===== src/hw/rtl/owb_pkg.sv =====
// Package for the 1-Wire bus master: command codes, phases, slot timing constants.
package owb_pkg;

  typedef enum logic [2:0] {
    OP_TICK  = 3'd0,
    OP_RESET = 3'd1,
    OP_WBYTE = 3'd2,
    OP_RBYTE = 3'd3,
    OP_WBIT  = 3'd4,
    OP_RBIT  = 3'd5
  } op_e;

  typedef enum logic {
    PH_IDLE   = 1'b0,
    PH_ACTIVE = 1'b1
  } phase_e;

  localparam int unsigned CntW = 10;

  localparam logic [CntW-1:0] RstLow   = CntW'(480);
  localparam logic [CntW-1:0] RstWait  = CntW'(70);
  localparam logic [CntW-1:0] RstTail  = CntW'(410);
  localparam logic [CntW-1:0] W1Low    = CntW'(6);
  localparam logic [CntW-1:0] W1High   = CntW'(64);
  localparam logic [CntW-1:0] W0Low    = CntW'(60);
  localparam logic [CntW-1:0] W0High   = CntW'(10);
  localparam logic [CntW-1:0] RdLow    = CntW'(6);
  localparam logic [CntW-1:0] RdWait   = CntW'(9);
  localparam logic [CntW-1:0] RdTail   = CntW'(55);

  localparam logic [CntW-1:0] RstSample = RstLow + RstWait;
  localparam logic [CntW-1:0] RstLast   = RstLow + RstWait + RstTail - CntW'(1);
  localparam logic [CntW-1:0] W1Last    = W1Low + W1High - CntW'(1);
  localparam logic [CntW-1:0] W0Last    = W0Low + W0High - CntW'(1);
  localparam logic [CntW-1:0] RdSample  = RdLow + RdWait;
  localparam logic [CntW-1:0] RdLast    = RdLow + RdWait + RdTail - CntW'(1);

  typedef struct packed {
    logic drive;
    logic sample;
    logic slot_end;
  } slot_t;

endpackage


===== src/hw/rtl/owb_if.sv =====
// Channel interfaces for the 1-Wire bus master: tick/command beats and result beats.
interface owb_in_if;
  logic       valid;
  logic       ready;
  logic [2:0] op;
  logic [7:0] data;
  logic       bus_sample;

  modport source (output valid, output op, output data, output bus_sample, input ready);
  modport sink   (input valid, input op, input data, input bus_sample, output ready);
endinterface

interface owb_out_if;
  logic       valid;
  logic       ready;
  logic       drive_low;
  logic       busy_res;
  logic       done_res;
  logic [7:0] read_value;
  logic       presence;
  logic       rejected;

  modport source (output valid, output drive_low, output busy_res, output done_res,
                  output read_value, output presence, output rejected, input ready);
  modport sink   (input valid, input drive_low, input busy_res, input done_res,
                  input read_value, input presence, input rejected, output ready);
endinterface


===== src/hw/rtl/owb_slot.sv =====
// Slot timing decode: drive window, sample point and slot end for the current tick.
module owb_slot (
  input  owb_pkg::op_e               kind_i,
  input  logic [owb_pkg::CntW-1:0]   cnt_i,
  input  logic                       wr_bit_i,
  output owb_pkg::slot_t             slot_o
);

  always_comb begin
    slot_o = '0;
    case (kind_i)
      owb_pkg::OP_RESET: begin
        slot_o.drive    = cnt_i < owb_pkg::RstLow;
        slot_o.sample   = cnt_i == owb_pkg::RstSample;
        slot_o.slot_end = cnt_i >= owb_pkg::RstLast;
      end
      owb_pkg::OP_WBYTE, owb_pkg::OP_WBIT: begin
        if (wr_bit_i) begin
          slot_o.drive    = cnt_i < owb_pkg::W1Low;
          slot_o.slot_end = cnt_i >= owb_pkg::W1Last;
        end else begin
          slot_o.drive    = cnt_i < owb_pkg::W0Low;
          slot_o.slot_end = cnt_i >= owb_pkg::W0Last;
        end
      end
      default: begin
        slot_o.drive    = cnt_i < owb_pkg::RdLow;
        slot_o.sample   = cnt_i == owb_pkg::RdSample;
        slot_o.slot_end = cnt_i >= owb_pkg::RdLast;
      end
    endcase
  end

endmodule


===== src/hw/rtl/one_wire_bus_master.sv =====
// 1-Wire bus master, standard speed: one beat per microsecond tick.
// Result: the result for a tick is registered and is on the output in the cycle after the beat is taken.
// Throughput: one tick per cycle while the output is taken; a new beat is taken while the output register empties.
// Slot state and the result register form the only timing loop.
// Reset: asynchronous, active low; idle, counters, shift and read hold cleared.
module one_wire_bus_master (
  input  logic        clk_i,
  input  logic        rst_ni,
  owb_in_if.sink      in_i,
  owb_out_if.source   out_o
);

  owb_pkg::phase_e            phase_q, phase_d;
  owb_pkg::op_e               kind_q, kind_d;
  logic [owb_pkg::CntW-1:0]   cnt_q, cnt_d;
  logic [2:0]                 bidx_q, bidx_d;
  logic [7:0]                 sh_q, sh_d;
  logic [7:0]                 hold_q, hold_d;
  logic                       pres_q, pres_d;

  logic                       out_valid_q;
  logic                       drive_q, busy_q, done_q, rej_q;

  logic                       accept, is_cmd, start, active, last, done;
  owb_pkg::op_e               op_in, kind;
  logic [owb_pkg::CntW-1:0]   cnt;
  logic [2:0]                 bidx;
  logic [7:0]                 sh;
  owb_pkg::slot_t             slot;

  assign in_i.ready = !out_valid_q || out_o.ready;
  assign accept     = in_i.valid && in_i.ready;

  assign op_in  = owb_pkg::op_e'(in_i.op);
  assign is_cmd = in_i.op inside {[owb_pkg::OP_RESET:owb_pkg::OP_RBIT]};
  assign start  = (phase_q == owb_pkg::PH_IDLE) && is_cmd;
  assign active = start || (phase_q == owb_pkg::PH_ACTIVE);

  assign kind = start ? op_in : kind_q;
  assign cnt  = start ? '0 : cnt_q;
  assign bidx = start ? 3'd0 : bidx_q;

  always_comb begin
    if (start) begin
      sh = ((op_in == owb_pkg::OP_WBYTE) || (op_in == owb_pkg::OP_WBIT)) ? in_i.data : 8'd0;
    end else begin
      sh = sh_q;
    end
  end

  owb_slot u_slot (
    .kind_i   (kind),
    .cnt_i    (cnt),
    .wr_bit_i (sh[bidx]),
    .slot_o   (slot)
  );

  always_comb begin
    if ((kind == owb_pkg::OP_WBYTE) || (kind == owb_pkg::OP_RBYTE)) begin
      last = bidx == 3'd7;
    end else begin
      last = 1'b1;
    end
  end

  assign done = active && slot.slot_end && last;

  // next phase
  always_comb begin
    phase_d = phase_q;
    case (phase_q)
      owb_pkg::PH_IDLE:   if (start && !done) phase_d = owb_pkg::PH_ACTIVE;
      owb_pkg::PH_ACTIVE: if (done) phase_d = owb_pkg::PH_IDLE;
      default:            phase_d = owb_pkg::PH_IDLE;
    endcase
  end

  // slot datapath
  always_comb begin
    kind_d = kind_q;
    cnt_d  = cnt_q;
    bidx_d = bidx_q;
    sh_d   = sh_q;
    hold_d = hold_q;
    pres_d = pres_q;
    if (active) begin
      kind_d = kind;
      sh_d   = sh;
      if (slot.sample) begin
        if (kind == owb_pkg::OP_RESET) begin
          sh_d = {7'd0, ~in_i.bus_sample};
        end else begin
          sh_d = sh | (8'(in_i.bus_sample) << bidx);
        end
      end
      if (slot.slot_end) begin
        cnt_d = '0;
        if (last) begin
          bidx_d = 3'd0;
          if (kind == owb_pkg::OP_RESET) begin
            pres_d = sh_d[0];
          end else if ((kind == owb_pkg::OP_RBYTE) || (kind == owb_pkg::OP_RBIT)) begin
            hold_d = sh_d;
          end
        end else begin
          bidx_d = bidx + 3'd1;
        end
      end else begin
        cnt_d  = cnt + owb_pkg::CntW'(1);
        bidx_d = bidx;
      end
    end
  end

  always_ff @(posedge clk_i or negedge rst_ni) begin
    if (!rst_ni) begin
      phase_q <= owb_pkg::PH_IDLE;
      kind_q  <= owb_pkg::OP_TICK;
      cnt_q   <= '0;
      bidx_q  <= '0;
      sh_q    <= '0;
      hold_q  <= '0;
      pres_q  <= 1'b0;
    end else if (accept) begin
      phase_q <= phase_d;
      kind_q  <= kind_d;
      cnt_q   <= cnt_d;
      bidx_q  <= bidx_d;
      sh_q    <= sh_d;
      hold_q  <= hold_d;
      pres_q  <= pres_d;
    end
  end

  // result register
  always_ff @(posedge clk_i or negedge rst_ni) begin
    if (!rst_ni) begin
      out_valid_q <= 1'b0;
    end else if (accept) begin
      out_valid_q <= 1'b1;
    end else if (out_o.ready) begin
      out_valid_q <= 1'b0;
    end
  end

  always_ff @(posedge clk_i) begin
    if (accept) begin
      drive_q <= active && slot.drive;
      busy_q  <= active;
      done_q  <= done;
      rej_q   <= (phase_q != owb_pkg::PH_IDLE) && is_cmd;
    end
  end

  assign out_o.valid      = out_valid_q;
  assign out_o.drive_low  = drive_q;
  assign out_o.busy_res   = busy_q;
  assign out_o.done_res   = done_q;
  assign out_o.read_value = hold_q;
  assign out_o.presence   = pres_q;
  assign out_o.rejected   = rej_q;

endmodule


===== src/flat_wrapper.sv =====
// flat-port wrapper written by rule: the top's interface ports become plain ports
module one_wire_bus_master_flat 
  (clk_i, rst_ni, in_i_valid, in_i_op, in_i_data, in_i_bus_sample, in_i_ready, out_o_valid, out_o_drive_low, out_o_busy_res, out_o_done_res, out_o_read_value, out_o_presence, out_o_rejected, out_o_ready);
  owb_in_if in_i_i ();
  owb_out_if out_o_i ();
  input  logic clk_i;
  input  logic rst_ni;
  input wire logic [$bits(in_i_i.valid)-1:0] in_i_valid;
  input wire logic [$bits(in_i_i.op)-1:0] in_i_op;
  input wire logic [$bits(in_i_i.data)-1:0] in_i_data;
  input wire logic [$bits(in_i_i.bus_sample)-1:0] in_i_bus_sample;
  output wire logic [$bits(in_i_i.ready)-1:0] in_i_ready;
  output wire logic [$bits(out_o_i.valid)-1:0] out_o_valid;
  output wire logic [$bits(out_o_i.drive_low)-1:0] out_o_drive_low;
  output wire logic [$bits(out_o_i.busy_res)-1:0] out_o_busy_res;
  output wire logic [$bits(out_o_i.done_res)-1:0] out_o_done_res;
  output wire logic [$bits(out_o_i.read_value)-1:0] out_o_read_value;
  output wire logic [$bits(out_o_i.presence)-1:0] out_o_presence;
  output wire logic [$bits(out_o_i.rejected)-1:0] out_o_rejected;
  input wire logic [$bits(out_o_i.ready)-1:0] out_o_ready;
  assign in_i_i.valid = in_i_valid;
  assign in_i_i.op = in_i_op;
  assign in_i_i.data = in_i_data;
  assign in_i_i.bus_sample = in_i_bus_sample;
  assign in_i_ready = in_i_i.ready;
  assign out_o_valid = out_o_i.valid;
  assign out_o_drive_low = out_o_i.drive_low;
  assign out_o_busy_res = out_o_i.busy_res;
  assign out_o_done_res = out_o_i.done_res;
  assign out_o_read_value = out_o_i.read_value;
  assign out_o_presence = out_o_i.presence;
  assign out_o_rejected = out_o_i.rejected;
  assign out_o_i.ready = out_o_ready;
  one_wire_bus_master u_core (.clk_i(clk_i), .rst_ni(rst_ni), .in_i(in_i_i), .out_o(out_o_i));
endmodule

===== config.mk =====
export PLATFORM = sky130hd
export DESIGN_NAME = one_wire_bus_master_flat
export DESIGN_NICKNAME = d
export VERILOG_FILES = /design/src/hw/rtl/owb_pkg.sv /design/src/hw/rtl/owb_if.sv /design/src/hw/rtl/owb_slot.sv /design/src/hw/rtl/one_wire_bus_master.sv /design/src/flat_wrapper.sv
export SDC_FILE = /design/constraint.sdc
export NUM_CORES = 1
export LEC_CHECK = 0
export ABC_CLOCK_PERIOD_IN_PS = 2620
export BUFFER_PORTS_ARGS = -buffer_cell sky130_fd_sc_hd__buf_2
export CORE_ASPECT_RATIO = 1.5
export CORE_MARGIN = 5
export CORE_UTILIZATION = 53
export CTS_CLUSTER_SIZE = 8
export DETAILED_ROUTE_END_ITERATION = 16
export GPL_TIMING_DRIVEN = 0
export PLACE_DENSITY = 0.76
export SETUP_SLACK_MARGIN = 0.5
export SYNTH_ARGS = -nofsm -noshare
export SYNTH_HDL_FRONTEND = slang
export SYNTH_SLANG_ARGS = --single-unit

===== constraint.sdc =====
create_clock -name clk_i -period 2.62 [get_ports clk_i]
set_input_delay 0.524 -clock clk_i [delete_from_list [all_inputs] [get_ports clk_i]]
set_output_delay 0.524 -clock clk_i [all_outputs]
set_load 0.005 [all_outputs]

# [Word level (Yosys, flattened, before mapping)]
# Index checks and enable logic that the tools add are counted.
[totals] regBits=39 output_inout_bits=15 input_bits=16 elab_cells=79
[op_classes] n_bitwise=4 shifts=1 eq_ne=10 n_mux=22 n_addsub=2 n_reduce_logical=20 magnitude_cmp=8
[op_table] operator="$mux W8" n=4
[op_table] operator="$mux W10" n=2
[op_table] operator="$eq A3 B3 Y1 const B" n=4
[op_table] operator="$mux W3" n=4
[op_table] operator="$add A10 B1 Y10 const B" n=1
[op_table] operator="$eq A10 B10 Y1 const B" n=1
[op_table] operator="$eq A10 B4 Y1 const B" n=1
[op_table] operator="$ge A10 B10 Y1 const B" n=1
[op_table] operator="$ge A10 B7 Y1 const B" n=1
[op_table] operator="$lt A10 B3 Y1 const B" n=1
[op_table] operator="$lt A10 B6 Y1 const B" n=1
[op_table] operator="$lt A10 B9 Y1 const B" n=1
[op_table] operator="$eq A3 B2 Y1 const B" n=3
[op_table] operator="$logic_and A1 B1 Y1" n=8
[op_table] operator="$mux W1" n=8
[op_table] operator="$or A8 B8 Y8" n=1
[op_table] operator="$shl A1 B3 Y8" n=1
[op_table] operator="$pmux W1 S2" n=3
[op_table] operator="$reduce_and A6 Y1" n=1
[op_table] operator="$logic_or A1 B1 Y1" n=5
[op_table] operator="$reduce_and A5 Y1" n=1
[op_table] operator="$lt A3 B4 Y1 const B" n=1
[op_table] operator="$add A3 B1 Y3 const B" n=1
[op_table] operator="$bmux W1 S3" n=1
[op_table] operator="other kinds (8)" n=11

# [Depth between registers and ports, before layout]
[logic_depth] depth_word=12 ltp_mapped=16 depth_no_buf=12

# [By module]
# A second synthesis with hierarchy kept.
[unflattened] cells_unflattened=311 area_unflattened_um2=2816.5
[by_module_without_submodules] module="one_wire_bus_master" instances=1 seq_area_each_um2=996.0 area_each_um2=2622.5 cells_per_inst=281
[by_module_without_submodules] module="owb_slot" instances=1 seq_area_each_um2=0.0 area_each_um2=193.9 cells_per_inst=30

# [Worst setup path after synthesis]
# Ideal clock, no wire load.
[synth_path] path_type="in2reg" from="in in_i_op[0]" to="reg u_core.hold_q[0], in the netlist u_core.out_o.read_value[0]" setup_ns=0.125 stages=15 t_arrival_ns=3.444 setup_slack_ns=-0.949 n_path_buf=3 required_ns=2.495 cell_sequence="buf_2 or2_1 buf_2 o21ai_1 buf_2 nand2_1 inv_1 ha_1 and3_1 a31oi_1 nor3_2 mux2_4 o21ai_2 a2111oi_4 mux2_4"
[synth_between] elab_chain_len=8 word_cells_on_any_way=35
[synth_rtl] item="start, declared" line_no="flat_wrapper.sv:9" rtl="input wire logic [$bits(in_i_i.op)-1:0] in_i_op;"
[synth_rtl] item="branches (longest 8 deep; another with $ge A10 B7 Y1)"
[synth_rtl] item="end signal, assigned" line_no="one_wire_bus_master.sv:130" rtl="hold_q <= hold_d;"
[synth_rtl] item="end, declared" line_no="one_wire_bus_master.sv:18" rtl="logic [7:0] hold_q, hold_d;"
# Parallel ways; which one is timed is not known.
# A chain may end at the register's enable or synchronous reset.

# [Final worst setup path]
[layout_path] from="in in_i_op[0]" to="reg u_core.hold_q[7], in the netlist u_core.out_o.read_value[7]"
# Same word-level chain as after synthesis.

==> results list <==
* Source-to-sink clock delay at the later pin of the worst-skew pair: 0.31 ns
- Critical register-to-register path endpoint: u_core.bidx_q[1]
* Clock transition at the registers of the reported paths: approximately 0.08 ns
* Violations in the final reports: negative setup slack
- Class of the tightest hold or removal check: input port to async pin
- Diodes inserted: 0
- In this run the worst path has a maximum fanout of 8.
- VDD sags by at most between 0.4 and 0.5 mV.
* RD Place Congestion: around 0.91
* Final period utilization: 117%
- Worst setup margin: -0.453 ns
* Global route total overflow: 0
- dfrtp_1 takes more of the synthesized area than any other cell.
* DRT Wirelength: 9620 microns
- Counting the fill cells in the layout gives roughly 330.
* Final ANT Viol Nets: 0
- Die width: a little under 70 microns
- The layer flagged by global routing as most heavily used is met2.
- Setup repair after global routing could not meet its margin everywhere.
- After synthesis, the largest family of logic cells by area is compound AO/OA/AOI/OAI gates.
* DIE AREA: around 7000 sq um
* Post-Syn Instances: around 320
- After detailed routing, the number of remaining DRC violations is 0.
* Mux share of post-synthesis cell area: 8.42%
- For this run, global-route usage on met2 was measured as 47.6%.
- For this run, the slowest stage of the critical path takes around 0.31 ns.
* Most frequent cells in the layout: 35 x dfrtp_1, 32 x nand2_1, 30 x buf_2
- For this run, the leading register cell type out of synthesis is dfrtp_1.
- The startpoint identified for the worst register-to-register timing path is u_core.phase_q.
* Area added between synthesis and finish: 40.7%
- Setup slack on the worst reg-to-reg path comes out at -0.32 ns.
- Largest net degree at the start of global routing: 36
- Of the total synthesized cell area, the portion taken by XOR and XNOR cells is less than 1%.
- Worst-Margin Slew: 0.853 ns
- Measured along the y axis, the die boundary spans about 99 microns.
- Critical path class: input port to flip-flop
* Final #Nets: between 400 and 500
- The hold violation total from the final report was 0.
- Most area-consuming cells after synthesis: dfrtp_1 31%, mux2_4 4.8%, nand2_1 4.8%
- For the final database, setup skew stands at about 0.0056 ns.
* Global-route met3 utilization: around 3.5%
* Count of pins on the block boundary: 31
* Final setup violating endpoints: 23
- STA classifies the critical path startpoint as an input port.
* Count of buffer and inverter cells on the critical path: 5
* H-tree depth: 2
- Leaving out fill and tap cells, the most frequent cell in the layout is dfrtp_1.
- Library cell contributing the largest single delay on the critical path: mux2_4
- Worst rel slew slack: a little over two fifths
* Number of global-route vias before repair: roughly 2,900
* Flip-flop and latch count after synthesis: 39
- The number of antenna violations at the first check in global routing came to 0.
* Number of pins with negative max-slew slack in the final report: 0
- After Yosys synthesis, and, or, nand and nor cells account for between 20% and 30% of the synthesized area.
- Counting cells, the worst reg-to-reg path comes to 14.
* Status: complete, but fails checks
- Mapped cell area: ~2800 sq um
- TritonCTS buffer count: 5
- After layout, the minimum clock period comes to about 3.1 ns.
* Number of search-and-repair iterations in the first detailed-routing pass: 5
- Total global-route track usage: ~25%
* Number of synthesized flops with an enable pin: 4
- Core area: slightly above 5000 sq um
- Once layout is complete, the cells apart from fillers number 455.
- Global-route wire length before repair: 14,100 microns
- Dominant delay contributor by cell family on the critical path: buffers and inverters
- The critical path goes through buf_12 > or2_1 > buf_6 > o21ai_4 > buf_8 > nand2_4 > buf_4 > ha_1 > nand2b_4 > a2111oi_4 > nor3_2 > mux2_4 > o21ai_4 > a2111oi_4 > buf_12 > mux2_4.
- The initialized floorplan defines 32 standard-cell rows.
- Static leakage: approximately 0.0017 uW
- Data required time of the worst path: between 2 and 3 ns
- Fraction of layout cells with a size suffix above 1: a little over two fifths
- The clock passes through at most 2 buffers.
- In this run, the number of DRC markers left after iteration 0 of detailed routing was roughly 240.
* Worst Path Arrival: about 3.3 ns
- Share of synthesized cell area in full adder, half adder and majority cells: roughly 2.2%
- Timing would allow up to approximately 330 MHz.
- Once placement completed, the tool counted placed cells totaling 413.
* Sum of negative setup slack: -6.82 ns
- The number of nets handed over by synthesis was approximately 340.
- The clock net in this run drives a total of 39 sinks.
* Portion of synthesized cell area occupied by the leading cell type: a little under a third
- Number of different library cells in the post-synthesis netlist: 65
- CTS placed an instance of clkbuf_8 at the clock tree root.
- For this run, the register share of the synthesized area comes to approximately 35%.
* Fraction of registers with async set or reset after synthesis: about nine tenths
- The worst setup path is captured at a flip-flop.
- For this block, the via count after detailed routing is around 3,000.
- TritonCTS clock tree: yes
* Vias per cell: 6.48
- Detailed placement ended at an HPWL of between 5000 and 6000 microns.
- The average instance in the mapped netlist occupies 8.89 sq um.
- Input and output buffers added on the ports amount to 29.
- Warning count from the yosys run: 0
- The initial utilization of the core area, before any placement, comes to between 50 and 60%.
- Max-capacitance violation count: 0
- For this design the ratio of total power to cell area is about 610 nW/um^2.
* Wire length per cell: 21.1 microns
- Compound-gate portion of the synthesized area: between 20% and 30%
* Global-route track usage on met1: roughly 28%
-- through the flow --
stage / cell area, sq um / setup slack (ns) / total power (uW) / util [%] / hold slack [ns]
after floorplan: 2920 / -0.707 / 1400 / - / 0.228
after global placement: 3150 / -1.12 / 1580 / 61.0 / 0.487
after detailed placement: 3150 / -1.16 / 1600 / 61.0 / 0.493
after CTS: 3610 / -0.210 / 2140 / 70.0 / 0.344
after global routing: 3950 / -0.553 / 2510 / 76.5 / 0.373
final: 3950 / -0.453 / 2400 / 76.5 / 0.320
-- per-layer routing --
metal	wire length, microns	up-vias
met2	5020	158
li1	-	1317
met5	0	-
met4	601	0
met1	3400	1420
met3	587	55
-- synthesized netlist by cell type (8+ instances only) --
| master | count |
|---|---|
| o21ai_1 | 15 |
| buf_2 | 12 |
| nand2_1 | 36 |
| a21oi_1 | 18 |
| mux2_4 | 9 |
| dfrtp_1 | 35 |
| o21ai_0 | 8 |
| nand2b_1 | 11 |
| nor2b_1 | 9 |
| nor2_1 | 17 |
| nor3_1 | 10 |
| mux2i_1 | 9 |
-- worst max path at each step --
| stage | from | to | slack (ns) | cells after the start |
|---|---|---|---|---|
| CTS | in_i_op[0] | u_core.out_o.read_value[7] | -0.21 | 16 |
| floorplan | in_i_op[0] | u_core.out_o.read_value[0] | -0.71 | 15 |
| global placement | in_i_op[2] | u_core.out_o.read_value[4] | -1.12 | 15 |
| finish | in_i_op[0] | u_core.out_o.read_value[7] | -0.45 | 16 |
| detailed placement | in_i_op[2] | u_core.out_o.read_value[7] | -1.16 | 15 |
| global route | in_i_op[2] | u_core.out_o.read_value[5] | -0.55 | 16 |
-- layout make-up --
class	instances	area, sq um	share of cell area (%)
Timing Repair Buffer	64	483	12.2
Tap cell	68	85.1	2.15
Sequential cell	39	996	25.2
Inverter	8	40.0	1.01
Clock buffer	6	82.6	2.09
Clock inverter	1	5.00	0.127
Buffer	22	194	4.91
Multi-Input combinational cell	247	2070	52.3
-- power by group --
group / internal [uW] / switching (uW) / leakage [uW] / total, uW
combinational: 507 / 658 / 0.00115 / 1160
clock: 207 / 232 / 0.0000470 / 439
sequential: 704 / 94.8 / 0.000500 / 799
-- cell families (layout without fill, tap and decap cells) --
| kind of cell | count (synthesis) | count (layout) |
|---|---|---|
| simple gates | 120 | 120 |
| xor+xnor | 3 | 3 |
| mux | 19 | 19 |
| compound gates | 100 | 100 |
| buf+inv | 30 | 101 |
| flops | 39 | 39 |
| fa+ha+maj | 5 | 5 |
-- flip-flops by register name (all words and copies together) (netlist names) --
signal,flops
u_core.bidx_q,3
u_core.cnt_q,10
u_core.kind_q,3
u_core.out_o.busy_res,1
u_core.out_o.done_res,1
u_core.out_o.drive_low,1
u_core.out_o.presence,1
u_core.out_o.read_value,8
u_core.out_o.rejected,1
u_core.out_o.valid,1
u_core.phase_q,1
u_core.sh_q,8
-- timing repair --
action,in CTS,in global routing
endpoints found under the hold margin,0,0
cloned,0,0
endpoints found under the setup margin,35,35
setup buffers,21,14
hold buffers,0,0
gates resized for setup,50,60
pin swaps,14,22
(Power assumes the default switching activity.)
